<file path="src/sv/smx_pkg.sv">
package smx_pkg;

  // Default sizes of the stack and of the program space.
  localparam int STACK_DEPTH_DEF   = 512;
  localparam int PROGRAM_DEPTH_DEF = 1024;

  // Fixed field widths.
  localparam int WORD_W   = 32;
  localparam int OPCODE_W = 5;
  localparam int PC_OUT_W = 11;
  localparam int STATUS_W = 3;

  // Opcodes.
  localparam logic [OPCODE_W-1:0] OP_NOP = 5'd0;
  localparam logic [OPCODE_W-1:0] OP_ADD = 5'd1;
  localparam logic [OPCODE_W-1:0] OP_SUB = 5'd2;
  localparam logic [OPCODE_W-1:0] OP_MUL = 5'd3;
  localparam logic [OPCODE_W-1:0] OP_DIV = 5'd4;
  localparam logic [OPCODE_W-1:0] OP_EQU = 5'd5;
  localparam logic [OPCODE_W-1:0] OP_LTH = 5'd6;
  localparam logic [OPCODE_W-1:0] OP_LIT = 5'd7;
  localparam logic [OPCODE_W-1:0] OP_LOD = 5'd8;
  localparam logic [OPCODE_W-1:0] OP_STO = 5'd9;
  localparam logic [OPCODE_W-1:0] OP_INT = 5'd10;
  localparam logic [OPCODE_W-1:0] OP_JMP = 5'd11;
  localparam logic [OPCODE_W-1:0] OP_JPC = 5'd12;
  localparam logic [OPCODE_W-1:0] OP_RED = 5'd13;
  localparam logic [OPCODE_W-1:0] OP_WRT = 5'd14;
  localparam logic [OPCODE_W-1:0] OP_SWP = 5'd15;

  // Status codes.
  localparam logic [STATUS_W-1:0] ST_RUN   = 3'd0;
  localparam logic [STATUS_W-1:0] ST_END   = 3'd1;
  localparam logic [STATUS_W-1:0] ST_DIV0  = 3'd2;
  localparam logic [STATUS_W-1:0] ST_BADOP = 3'd3;
  localparam logic [STATUS_W-1:0] ST_RANGE = 3'd4;

  // One input item: an instruction and the value for a read.
  typedef struct packed {
    logic [OPCODE_W-1:0]      opcode;
    logic signed [WORD_W-1:0] operand;
    logic signed [WORD_W-1:0] read_value;
  } in_item_t;

  // One result item.
  typedef struct packed {
    logic [PC_OUT_W-1:0]      next_pc;
    logic                     out_valid;
    logic signed [WORD_W-1:0] out_value;
    logic [STATUS_W-1:0]      status;
  } res_item_t;

  // Commands from the controller to the datapath.
  typedef struct packed {
    logic accept;
    logic chk;
    logic rd2;
    logic exec;
    logic div_step;
    logic fin_go;
    logic swp2;
  } smx_cmd_t;

  // Status from the datapath to the controller.
  typedef struct packed {
    logic early_done;
    logic div_go;
    logic div_last;
    logic out_free;
    logic swp_go;
  } smx_sts_t;

endpackage

</file>
<file path="src/sv/smx_ctrl.sv">
module smx_ctrl
  import smx_pkg::*;
(
  input  logic     clk,
  input  logic     rst,
  input  logic     start,
  input  smx_sts_t sts,
  output smx_cmd_t cmd,
  output logic     busy
);

  typedef enum logic [6:0] {
    S_IDLE = 7'b0000001,
    S_CHK  = 7'b0000010,
    S_RD2  = 7'b0000100,
    S_EXEC = 7'b0001000,
    S_DIV  = 7'b0010000,
    S_FIN  = 7'b0100000,
    S_SWP2 = 7'b1000000
  } state_t;

  state_t state, state_next;

  // Next state.
  always_comb begin
    state_next = state;
    case (state)
      S_IDLE: if (start) state_next = S_CHK;
      S_CHK:  state_next = sts.early_done ? S_FIN : S_RD2;
      S_RD2:  state_next = S_EXEC;
      S_EXEC: state_next = sts.div_go ? S_DIV : S_FIN;
      S_DIV:  if (sts.div_last) state_next = S_FIN;
      S_FIN:  if (sts.out_free) state_next = sts.swp_go ? S_SWP2 : S_IDLE;
      S_SWP2: state_next = S_IDLE;
      default: state_next = S_IDLE;
    endcase
  end

  always_ff @(posedge clk) begin
    if (rst) state <= S_IDLE;
    else     state <= state_next;
  end

  // Commands decoded from the state.
  always_comb begin
    cmd.accept   = (state == S_IDLE) && start;
    cmd.chk      = (state == S_CHK);
    cmd.rd2      = (state == S_RD2);
    cmd.exec     = (state == S_EXEC);
    cmd.div_step = (state == S_DIV);
    cmd.fin_go   = (state == S_FIN) && sts.out_free;
    cmd.swp2     = (state == S_SWP2);
  end

  assign busy = (state != S_IDLE);

endmodule

</file>
<file path="config.mk">
export PLATFORM = sky130hd
export DESIGN_NAME = smx_ctrl
export DESIGN_NICKNAME = d
export VERILOG_FILES = /design/src/sv/smx_pkg.sv /design/src/sv/smx_ctrl.sv
export SDC_FILE = /design/constraint.sdc
export NUM_CORES = 1
export LEC_CHECK = 0
export BUFFER_PORTS_ARGS = -buffer_cell sky130_fd_sc_hd__buf_2
export CORE_AREA = 2 2 39 41
export DETAILED_ROUTE_END_ITERATION = 6
export DIE_AREA = 0 0 41 43
export PLACE_DENSITY = 0.68
export SLEW_MARGIN = 20
export SYNTH_ARGS = -nofsm -noshare
export SYNTH_HDL_FRONTEND = slang
export SYNTH_SLANG_ARGS = --single-unit
</file>
<file path="constraint.sdc">
create_clock -name clk -period 4.2 [get_ports clk]
set_input_delay 0.42 -clock clk [delete_from_list [all_inputs] [get_ports clk]]
set_output_delay 0.42 -clock clk [all_outputs]
set_load 0.01 [all_outputs]
</file>
Word level (Yosys, flattened, before mapping)
Index checks and enable logic that the tools add are counted.

Equality and inequality tests: 11. Muxes and demuxes: 7. Reductions and logical operators: 3.

Operator list (number): one-hot mux 7 bit (6 select lines) (1); 2-to-1 mux 7 bit (4); 2-to-1 mux 6 bit (2); equality test 7 x 1 -> 1 bit, second input constant (1); equality test 7 x 2 -> 1 bit, second input constant (1); equality test 7 x 3 -> 1 bit, second input constant (1); equality test 7 x 4 -> 1 bit, second input constant (1); equality test 7 x 5 -> 1 bit, second input constant (1); equality test 7 x 6 -> 1 bit, second input constant (1); equality test 7 bit, second input constant (1); != test 7 x 1 -> 1 bit, second input constant (1); != test 2 bit, second input constant (3); AND reduction 3 bit (1); logical AND 1 bit (2).

Flip-flop bits (word level): 7. Input bits: 8. Output and inout bits: 8. Logic and storage cells: 22.

Depth between registers and ports, before layout
Gate-level depths: netlist of the first run.

Depth in word-level cells: 3. Depth in mapped cells: 5. Mapped depth without buffers: 4.

Worst setup path before layout of the first run
OpenSTA, ideal clock, no wires.

Path kind: register -> output. From: register state[1]. To: output cmd[6] in the netlist's numbering. Data arrival time: 1.678 ns. Data required time: 3.780 ns. Setup slack: 2.102 ns. Cell stages (with the launch flop): 5. Buffers on the path: 1. Cell sequence: dfxtp_1 > buf_6 > or4_4 > or4b_4 > nor2_1.

RTL lines: start, declared (RTL line smx_ctrl.sv:22) `state_t state, state_next;`; start signal, assigned (RTL line smx_ctrl.sv:41) `else state <= state_next;`; end, declared (RTL line smx_ctrl.sv:8) `output smx_cmd_t cmd,`.

==> results of run 1 <==
how the worst max path moves through the flow:
stage	to	from	slack [ns]	depth (start not counted)
3_5_place_dp	cmd[6]	state[1]$_SDFFE_PP0P_	2.10	4
2_1_floorplan	cmd[6]	state[1]$_SDFFE_PP0P_	2.10	4
3_3_place_gp	cmd[6]	state[1]$_SDFFE_PP0P_	2.12	4
6_report	cmd[6]	state[1]$_SDFFE_PP0P_	1.83	4
4_1_cts	cmd[6]	state[1]$_SDFFE_PP0P_	1.82	4
5_1_grt	cmd[6]	state[1]$_SDFFE_PP0P_	1.72	4
stage by stage:
stage / util [%] / power (mW) / instances
after floorplan: - / 0.136 / 62
after global placement: 40.6 / 0.145 / 90
after detailed placement: 40.6 / 0.145 / 90
after CTS: 42.5 / 0.211 / 94
after global routing: 42.5 / 0.224 / 94
final: 42.5 / 0.208 / 94
power by group:
part	total [mW]	leakage (nW)	switching [mW]	internal, mW
clock network	0.0641	0.0150	0.0277	0.0364
registers	0.0806	0.0569	0.00950	0.0711
logic	0.0636	0.202	0.0295	0.0341
total	0.208	0.274	0.0666	0.142
critical path, delay by kind of cell (launching register included):
kind / cells / cell delay (ns)
AND/OR/NAND/NOR: 3 / 1.19
buffers and inverters: 1 / 0.13
flip-flops: 1 / 0.38
cell families (layout without fill, tap and decap cells):
logic type	after synthesis	count (layout)	share of synthesized area, %
AO/OA/AOI/OAI	11	11	15.4
XOR/XNOR	1	1	1.77
flip-flops	7	7	28.4
buffers and inverters	8	24	9.37
AND/OR/NAND/NOR	35	35	45.1
cell usage in the layout (no fill, tap or decap), drive strengths merged, types with 2 or more instances in the layout:
cell / n
or4b: 2
and3: 3
or3b: 2
buf: 15
inv: 5
or3: 3
o21a: 2
nor4: 3
nand2b: 4
a21oi: 4
nor2: 9
dfxtp: 7
clkbuf: 4
cell type report:
| cell class | instances | area [um2] | share of cell area, % |
|---|---|---|---|
| tap | 16 | 20.0 | 3.40 |
| multi-input combinational | 47 | 308 | 52.3 |
| clock buffer | 4 | 26.3 | 4.47 |
| timing repair buffer | 15 | 75.1 | 12.8 |
| sequential | 7 | 140 | 23.8 |
| inverter | 5 | 18.8 | 3.19 |
metal layers:
layer	track usage, %	vias to the layer above
li1	-	258
met1	20.3	216
met2	21.9	11
met3	4.71	4
met4	12.0	0
met5	0	-
==> reports/qor.yml, run 1 <==
run_status:
  status: "finished clean"
drt:
  maxUsedRoutingLayer: "met4"
  firstDrtPassIters: 4
  wire_per_inst_um: 11.9
  drt_iter0_drc: 4
  via_per_inst: 5.20
  route.met3.wl_um: 53
  met1_length_um: 511
  wirelength_mm: 1.12
  num_vias: 489
  dr_wl_met2_um: 528
  postRouteAntennaNets: 0
  drc: 0
placement:
  pre_cts_ws_ns: 2.10
  portBuffers: 15
  place_area_um2: 562
  gp_congestion: 0.859
  post-dp-hpwl_um: 891
logic_synthesis:
  yosysTopAreaCellShare_pct: 28.4
  synth_cell_types: 31
  synthArstFlopShare_pct: 0
  ys.flop_type: "dfxtp_1"
  avgSynthCellArea_um2: 7.97
  synthTopCellsByArea: "dfxtp_1 (28%), nor2_1 (6.8%), nand2b_1 (5.1%)"
  ys_ff_latch: 7
  synth_common_cells: "nor2_1 (9), dfxtp_1 (7), inv_1 (5)"
  syn-cell-area_um2: 494
  synth.most_common_cell: "nor2_1"
  yosysSeqAreaShare_pct: 28.4
  ys_warn_count: 0
  syn-num-nets: 70
  synth_edf_count: 0
  synth_area_leader_cell: "dfxtp_1"
  synthCells: 62
setup_path:
  reg2reg_setup_slack_ns: 2.27
  worstPathRequired_ns: 3.78
  r2r_start: "state[1]$_SDFFE_PP0P_"
  critical_path.max_fanout: 10
  timing.rr.end: "state[5]$_SDFFE_PP0P_"
  cp-start-kind: "flip-flop"
  cpPeakStageDelay_ns: 0.55
  worstRegToRegCells: 4
  cp_cell_sequence: "or4_4 -> or4b_4 -> nor2_1 -> buf_2"
  cp-end-kind: "output port"
  crit_path_top_delay_cell: "or4_4"
  worstSetupPathType: "reg -> out"
  crit_arrival_ns: 1.95
cells_and_area:
  nets: 87
  largest_reg_flops: 7
  syn2layout_area_growth_pct: 19.0
  fill_cells: 146
  top_regs: "state x7"
  drive_gt1_share_pct: 35.9
  regMostFlops: "state"
  design_area_um2: 588
  diodes: 0
worst_hold_path:
  worst_hold_path.endpoint: "state[2]$_SDFFE_PP0P_"
  hold_depth: 2
  hold_path.class: "in -> reg"
  hold_start: "sts[4]"
floorplanning:
  pin_count: 16
  die_h_um: 43
  rows: 14
  core-area_mm2: 0.00138
  die_x_um: 41
  fp.dieArea_mm2: 0.00176
  start_util_pct: 35.7
timing:
  relSlewSlack_pct: 65.0
  hold_viol: 0
  setup_viol: 0
  fin_ws_ns: 1.83
  holdWs_ns: 0.349
  skew_ns: 0.00572
  rsz0062_at_grt: "no"
  fin_crit_ns: 2.37
  maxSlewViolCount: 0
  fmax_ghz: 0.422
  layout_worst_path_cycle_share_pct: 56.5
  worst_slew_pin_slew_ns: 0.512
  final.setup.tns_ns: 0
clock_network:
  cts_setup_buffers: 0
  cts-root-buf: "clkbuf_4"
  cts_max_level: 1
  tritoncts.num_buffers: 3
  clock_latency_ns: 0.26
  cts_sinks: 7
  cts_tree: "yes"
  clockBufferDepth: 2
  post_cts_resize_count: 0
  path_clk_slew_ns: 0.05
  postCtsHoldBufs: 0
run:
  drv_cap: 0
grt:
  grt_max_degree: 11
  grt_pass1_vias: 411
  grt_pass1_wl_mm: 1.85
  antenna_found_initial: 0
  track_usage_pct: 16.1
  overflow: 0
power:
  p_leak_nw: 0.274
  p_per_area_mw_per_mm2: 354
  vdd_drop_max_uv: 166
No activity file was read; power rests on OpenSTA's default activity.
==> inputs of run 2 (changes only) <==
==> constraint.sdc (replaced) <==
create_clock -name clk -period 2.23 [get_ports clk]
set_input_delay 0.223 -clock clk [delete_from_list [all_inputs] [get_ports clk]]
set_output_delay 0.223 -clock clk [all_outputs]
set_load 0.01 [all_outputs]
==> reports/qor.yml, run 2 (synthesis gave the netlist of run 1 again) <==
cells_and_area:
  stdcell_count: 94
  syn2layout_area_growth_pct: 19.5
  drive_gt1_share_pct: 38.5
  multi_input_area_um2: 308
  regArea_um2: 143
  fin_util_pct: 42.7
  fill_cells: 141
  top_regs: "state x7"
  design_area_um2: 591
  regMostFlops: "state"
  largest_reg_flops: 7
  layout_common_cells: "buf_2 (15), nor2_1 (9), inv_1 (5), dfxtp_1 (5)"
  mostFrequentLayoutCell: "buf_2"
  diodes: 0
  nets: 87
clock_network:
  cts-root-buf: "clkbuf_4"
  clockBufferDepth: 2
  cts_sinks: 7
  postCtsHoldBufs: 0
  tritoncts.num_buffers: 3
  path_clk_slew_ns: 0.05
  cts_tree: "yes"
  cts_max_level: 1
  clock_latency_ns: 0.26
drt:
  drc: 0
  postRouteAntennaNets: 0
  num_vias: 498
  drt_iter0_drc: 15
  via_per_inst: 5.30
  wire_per_inst_um: 12.1
  firstDrtPassIters: 4
  wirelength_mm: 1.14
worst_hold_path:
  hold_start: "sts[4]"
  hold_depth: 2
  worst_hold_path.endpoint: "state[2]$_SDFFE_PP0P_"
  hold_path.class: "in -> reg"
placement:
  dp_cells: 90
  pre_cts_ws_ns: 0.312
  place_area_um2: 562
  gp_congestion: 0.821
  portBuffers: 15
grt:
  overflow: 0
  antenna_found_initial: 0
  grt_pass1_vias: 451
  track_usage_pct: 16.4
  grt_max_degree: 11
  grt_pass1_wl_mm: 1.90
timing:
  maxSlewViolCount: 0
  rsz0062_at_grt: "no"
  fin_crit_ns: 2.16
  fin_ws_ns: 0.0720
  relSlewSlack_pct: 64.0
  skew_ns: 0.00795
  worst_slew_pin_slew_ns: 0.534
  setup_viol: 0
  final.setup.tns_ns: 0
  hold_viol: 0
  fmax_ghz: 0.463
  holdWs_ns: 0.146
  layout_worst_path_cycle_share_pct: 96.8
setup_path:
  r2r_start: "state[6]$_SDFFE_PP0P_"
  worstSetupPathType: "reg -> out"
  worstRegToRegCells: 4
  reg2reg_setup_slack_ns: 0.35
  cp_cell_sequence: "or4_4 -> or4b_4 -> nor2_1 -> buf_2"
  cp-start-kind: "flip-flop"
  crit_path_top_delay_cell: "or4b_4"
  cpPeakStageDelay_ns: 0.56
  crit_arrival_ns: 1.94
  cp-startpoint: "state[6]$_SDFFE_PP0P_"
  critical_path.max_fanout: 7
  timing.rr.end: "state[5]$_SDFFE_PP0P_"
  cp-end-kind: "output port"
  worstPathRequired_ns: 2.01
power:
  vdd_drop_max_uv: 323
  p_leak_nw: 0.275
  power_mw: 0.395
  p_per_area_mw_per_mm2: 669
floorplanning:
  pin_count: 16
  rows: 14
  core-area_mm2: 0.00138
  fp.dieArea_mm2: 0.00176
  die_x_um: 41
  die_h_um: 43
  start_util_pct: 35.7
run_status:
  status: "finished clean"
run:
  drv_cap: 0
-- run 2: power breakdown --
group / total (mW) / switching, mW / internal, mW
combinational: 0.121 / 0.0570 / 0.0644
clock: 0.120 / 0.0517 / 0.0686
sequential: 0.153 / 0.0186 / 0.135
-- run 2: layout make-up --
type | count | area share, %
clock buffers | 4 | 4.45
multi-input cells | 47 | 52.1
inverters | 5 | 3.18
well taps | 16 | 3.39
flip-flops and latches | 7 | 24.2
repair buffers | 15 | 12.7
-- run 2: how the worst max path moves through the flow --
stage	endpoint	depth (start not counted)
CTS	cmd[6]	4
floorplan	state[5]$_SDFFE_PP0P_	5
finish	cmd[6]	4
detailed placement	cmd[6]	4
global placement	cmd[6]	4
global route	cmd[6]	4
-- run 2: timing repair --
item | CTS | global route
resized for setup | 0 | 2
endpoints found under the setup margin | 0 | 1
buffers inserted | 0 | 0
-- run 2: critical path: cells and delay by family, from the launching register on --
family	cells	cell delay, ns
flops	1	0.34
buf+inv	1	0.13
simple gates	3	1.21
-- run 2: metal layers --
layer / share of wire, % / routed length, um / track usage, % / vias up
met1: 43 / 490 / 22.3 / 216
met5: 0 / 0 / 0 / -
met4: 1.7 / 19 / 8.00 / 0
met2: 48 / 542 / 21.9 / 24
li1: - / - / - / 256
met3: 7.3 / 83 / 6.28 / 2
==> inputs of run 3 (changes only) <==
--- a/config.mk
+++ b/config.mk
@@ -5,11 +5,12 @@
 export SDC_FILE = /design/constraint.sdc
 export NUM_CORES = 1
 export LEC_CHECK = 0
+export ABC_AREA = 1
 export BUFFER_PORTS_ARGS = -buffer_cell sky130_fd_sc_hd__buf_2
-export CORE_AREA = 2 2 39 41
+export CORE_AREA = 8 8 45 47
 export DETAILED_ROUTE_END_ITERATION = 6
-export DIE_AREA = 0 0 41 43
-export PLACE_DENSITY = 0.68
+export DIE_AREA = 0 0 53 55
+export PLACE_DENSITY = 0.67
 export SLEW_MARGIN = 20
 export SYNTH_ARGS = -nofsm -noshare
 export SYNTH_HDL_FRONTEND = slang
==> reports/qor.yml, run 3 <==
clock_network:
  clock_latency_ns: 0.26
  tritoncts.num_buffers: 3
  cts-root-buf: "clkbuf_4"
  cts_max_level: 1
  cts_sinks: 7
  postCtsHoldBufs: 0
  post_cts_resize_count: 0
  path_clk_slew_ns: 0.06
  clockBufferDepth: 2
  cts_setup_buffers: 0
  cts_tree: "yes"
drt:
  wire_per_inst_um: 10.0
  via_per_inst: 4.57
  drc: 0
  firstDrtPassIters: 4
  wirelength_mm: 1.06
  postRouteAntennaNets: 0
  drt_iter0_drc: 4
  num_vias: 484
setup_path:
  timing.rr.end: "state[0]$_SDFFE_PP1P_"
  cp-startpoint: "state[2]$_SDFFE_PP0P_"
  r2r_start: "state[6]$_SDFFE_PP0P_"
  cp-start-kind: "flip-flop"
  critical_path.top_delay_family: "simple AND/OR/NAND/NOR gates"
  worstSetupPathType: "reg -> out"
  reg2reg_setup_slack_ns: 1.04
  path_buf_inv: 2
  cpPeakStageDelay_ns: 0.33
  worstPathRequired_ns: 2.01
  cp-end-kind: "output port"
  critical_path.max_fanout: 4
  cp_cell_sequence: "nor2_4 -> nand2_4 -> nor2_2 -> inv_2 -> nor2_1 -> buf_2"
  worstSetupEndpoint: "cmd[1]"
  crit_path_top_delay_cell: "dfxtp_1"
  path_depth: 6
  worstRegToRegCells: 8
  crit_arrival_ns: 1.28
timing:
  rsz0062_at_grt: "no"
  setup_viol: 0
  layout_worst_path_cycle_share_pct: 67.4
  final.setup.tns_ns: 0
  hold_viol: 0
  fin_ws_ns: 0.728
  holdWs_ns: 0.218
  fin_crit_ns: 1.50
  fmax_ghz: 0.666
  worst_slew_pin_slew_ns: 0.225
  skew_ns: 0.00320
  maxSlewViolCount: 0
  relSlewSlack_pct: 84.9
cells_and_area:
  top_regs: "state x7"
  fin_util_pct: 42.9
  diodes: 0
  regMostFlops: "state"
  syn2layout_area_growth_pct: 25.7
  mostFrequentLayoutCell: "buf_2"
  nets: 99
  drive_gt1_share_pct: 43.3
  largest_reg_flops: 7
  layout_common_cells: "buf_2 (15), inv_1 (12), nand2_1 (11)"
placement:
  pre_cts_ws_ns: 1.01
  post-dp-hpwl_um: 900
  portBuffers: 15
  gp_congestion: 0.745
logic_synthesis:
  synth_simple_gate_area_share_pct: 54.5
  yosysTopAreaCellShare_pct: 29.6
  ys.flop_type: "dfxtp_1"
  synth_area_leader_cell: "dfxtp_1"
  synth_compound_area_share_pct: 3.97
  avgSynthCellArea_um2: 6.66
  syn-num-nets: 79
  ys_ff_latch: 7
  synthCells: 71
  synth_mux_area_share_pct: 0
  synthAdderAreaFrac_pct: 0
  synth_top_family_by_area: "simple AND/OR/NAND/NOR gates"
  synthTopCellsByArea: "dfxtp_1 (30%), inv_1 (9.5%), nor2_4 (9.5%)"
  synth_xor_area_share_pct: 0
  synth_edf_count: 0
  synthArstFlopShare_pct: 0
  synth_cell_types: 15
  ys_warn_count: 0
  syn-cell-area_um2: 473
  yosysSeqAreaShare_pct: 29.6
  synth_common_cells: "inv_1 (12), nand2_1 (11), nor2_1 (8)"
  synth.most_common_cell: "inv_1"
floorplanning:
  die_x_um: 53
  pin_count: 16
  die_h_um: 55
  core-area_mm2: 0.00138
  start_util_pct: 34.2
  fp.dieArea_mm2: 0.00292
  rows: 14
run:
  drv_cap: 0
power:
  p_comb_share_pct: 32.6
  vdd_drop_max_uv: 285
  p_per_area_mw_per_mm2: 658
  p_leak_nw: 0.301
  switching_share_pct: 36.1
  seqPwrFrac_pct: 36.8
  p_sw_mw: 0.141
  p_int_mw: 0.250
  pwr-share-clk_pct: 30.6
grt:
  grt_pass1_wl_mm: 1.86
  grt_max_degree: 7
  overflow: 0
  grt_busiest_layer: "met2"
  grt_use_met2_pct: 13.9
  grt.met3_usage_pct: 2.41
  track_usage_pct: 8.60
  antenna_found_initial: 0
  met1_usage_pct: 9.49
  grt_pass1_vias: 480
run_status:
  status: "finished clean"
worst_hold_path:
  hold_path.class: "in -> reg"
run 3: changes by cell type after synthesis, moves of 3 or more:
cell / previous run / this run
nor2_2: 0 / 7
inv_1: 5 / 12
nand3_1: 1 / 4
nand2_2: 0 / 5
nand2b_1: 4 / 0
nand2_1: 1 / 11
nor2_4: 0 / 4
inv_2: 0 / 3
run 3: layout make-up:
cell class                      count  area (um2)
Tap cell                           16        20.0
Inverter                           15        56.3
Timing Repair Buffer               15        75.1
Multi-Input combinational cell     49         277
Clock buffer                        4        26.3
Fill cell                         159         790
Sequential cell                     7         140
run 3: power groups by stage:
stage	clock network, mW	logic [mW]	registers [mW]
floorplan	0	0.0959	0.145
global placement	0	0.125	0.146
detailed placement	0	0.128	0.147
CTS	0.123	0.129	0.144
global route	0.130	0.142	0.145
finish	0.119	0.127	0.144
run 3: worst register-to-register path: stages (launching register included):
cell and delay, ns:
dfxtp_1 0.31, nor2_2 0.13, nand2_2 0.13, nor2_2 0.20, nor2_1 0.08, nand3_1 0.07, nand2_1 0.05, nand2_1 0.05
nand3_1 0.06
run 3: stage by stage:
| stage | std cells | power (mW) | instance area (um2) |
|---|---|---|---|
| 2_1_floorplan | 71 | 0.241 | 473 |
| 3_3_place_gp | 102 | 0.271 | 568 |
| 3_5_place_dp | 102 | 0.275 | 568 |
| 4_1_cts | 106 | 0.397 | 594 |
| 5_1_grt | 106 | 0.417 | 594 |
| 6_report | 106 | 0.391 | 594 |
run 3: cells by family (layout without fill, tap and decap cells):
group | count (synthesis) | count (layout)
AO/OA/AOI/OAI | 3 | 3
buffers and inverters | 15 | 34
flip-flops | 7 | 7
AND/OR/NAND/NOR | 46 | 46
run 3: worst min path at each step:
stage,startpoint,to,cells past startpoint
CTS,sts[0],state[6]$_SDFFE_PP0P_,3
global placement,sts[0],state[6]$_SDFFE_PP0P_,3
finish,sts[0],state[6]$_SDFFE_PP0P_,3
floorplan,rst,state[4]$_SDFFE_PP0P_,1
detailed placement,sts[0],state[6]$_SDFFE_PP0P_,3
global route,sts[0],state[6]$_SDFFE_PP0P_,3
run 3: layer usage:
layer / vias to the layer above / share of wire, %
li1: 256 / -
met5: - / 0
met4: 0 / 3.4
met1: 206 / 47
met2: 17 / 40
met3: 5 / 9.3
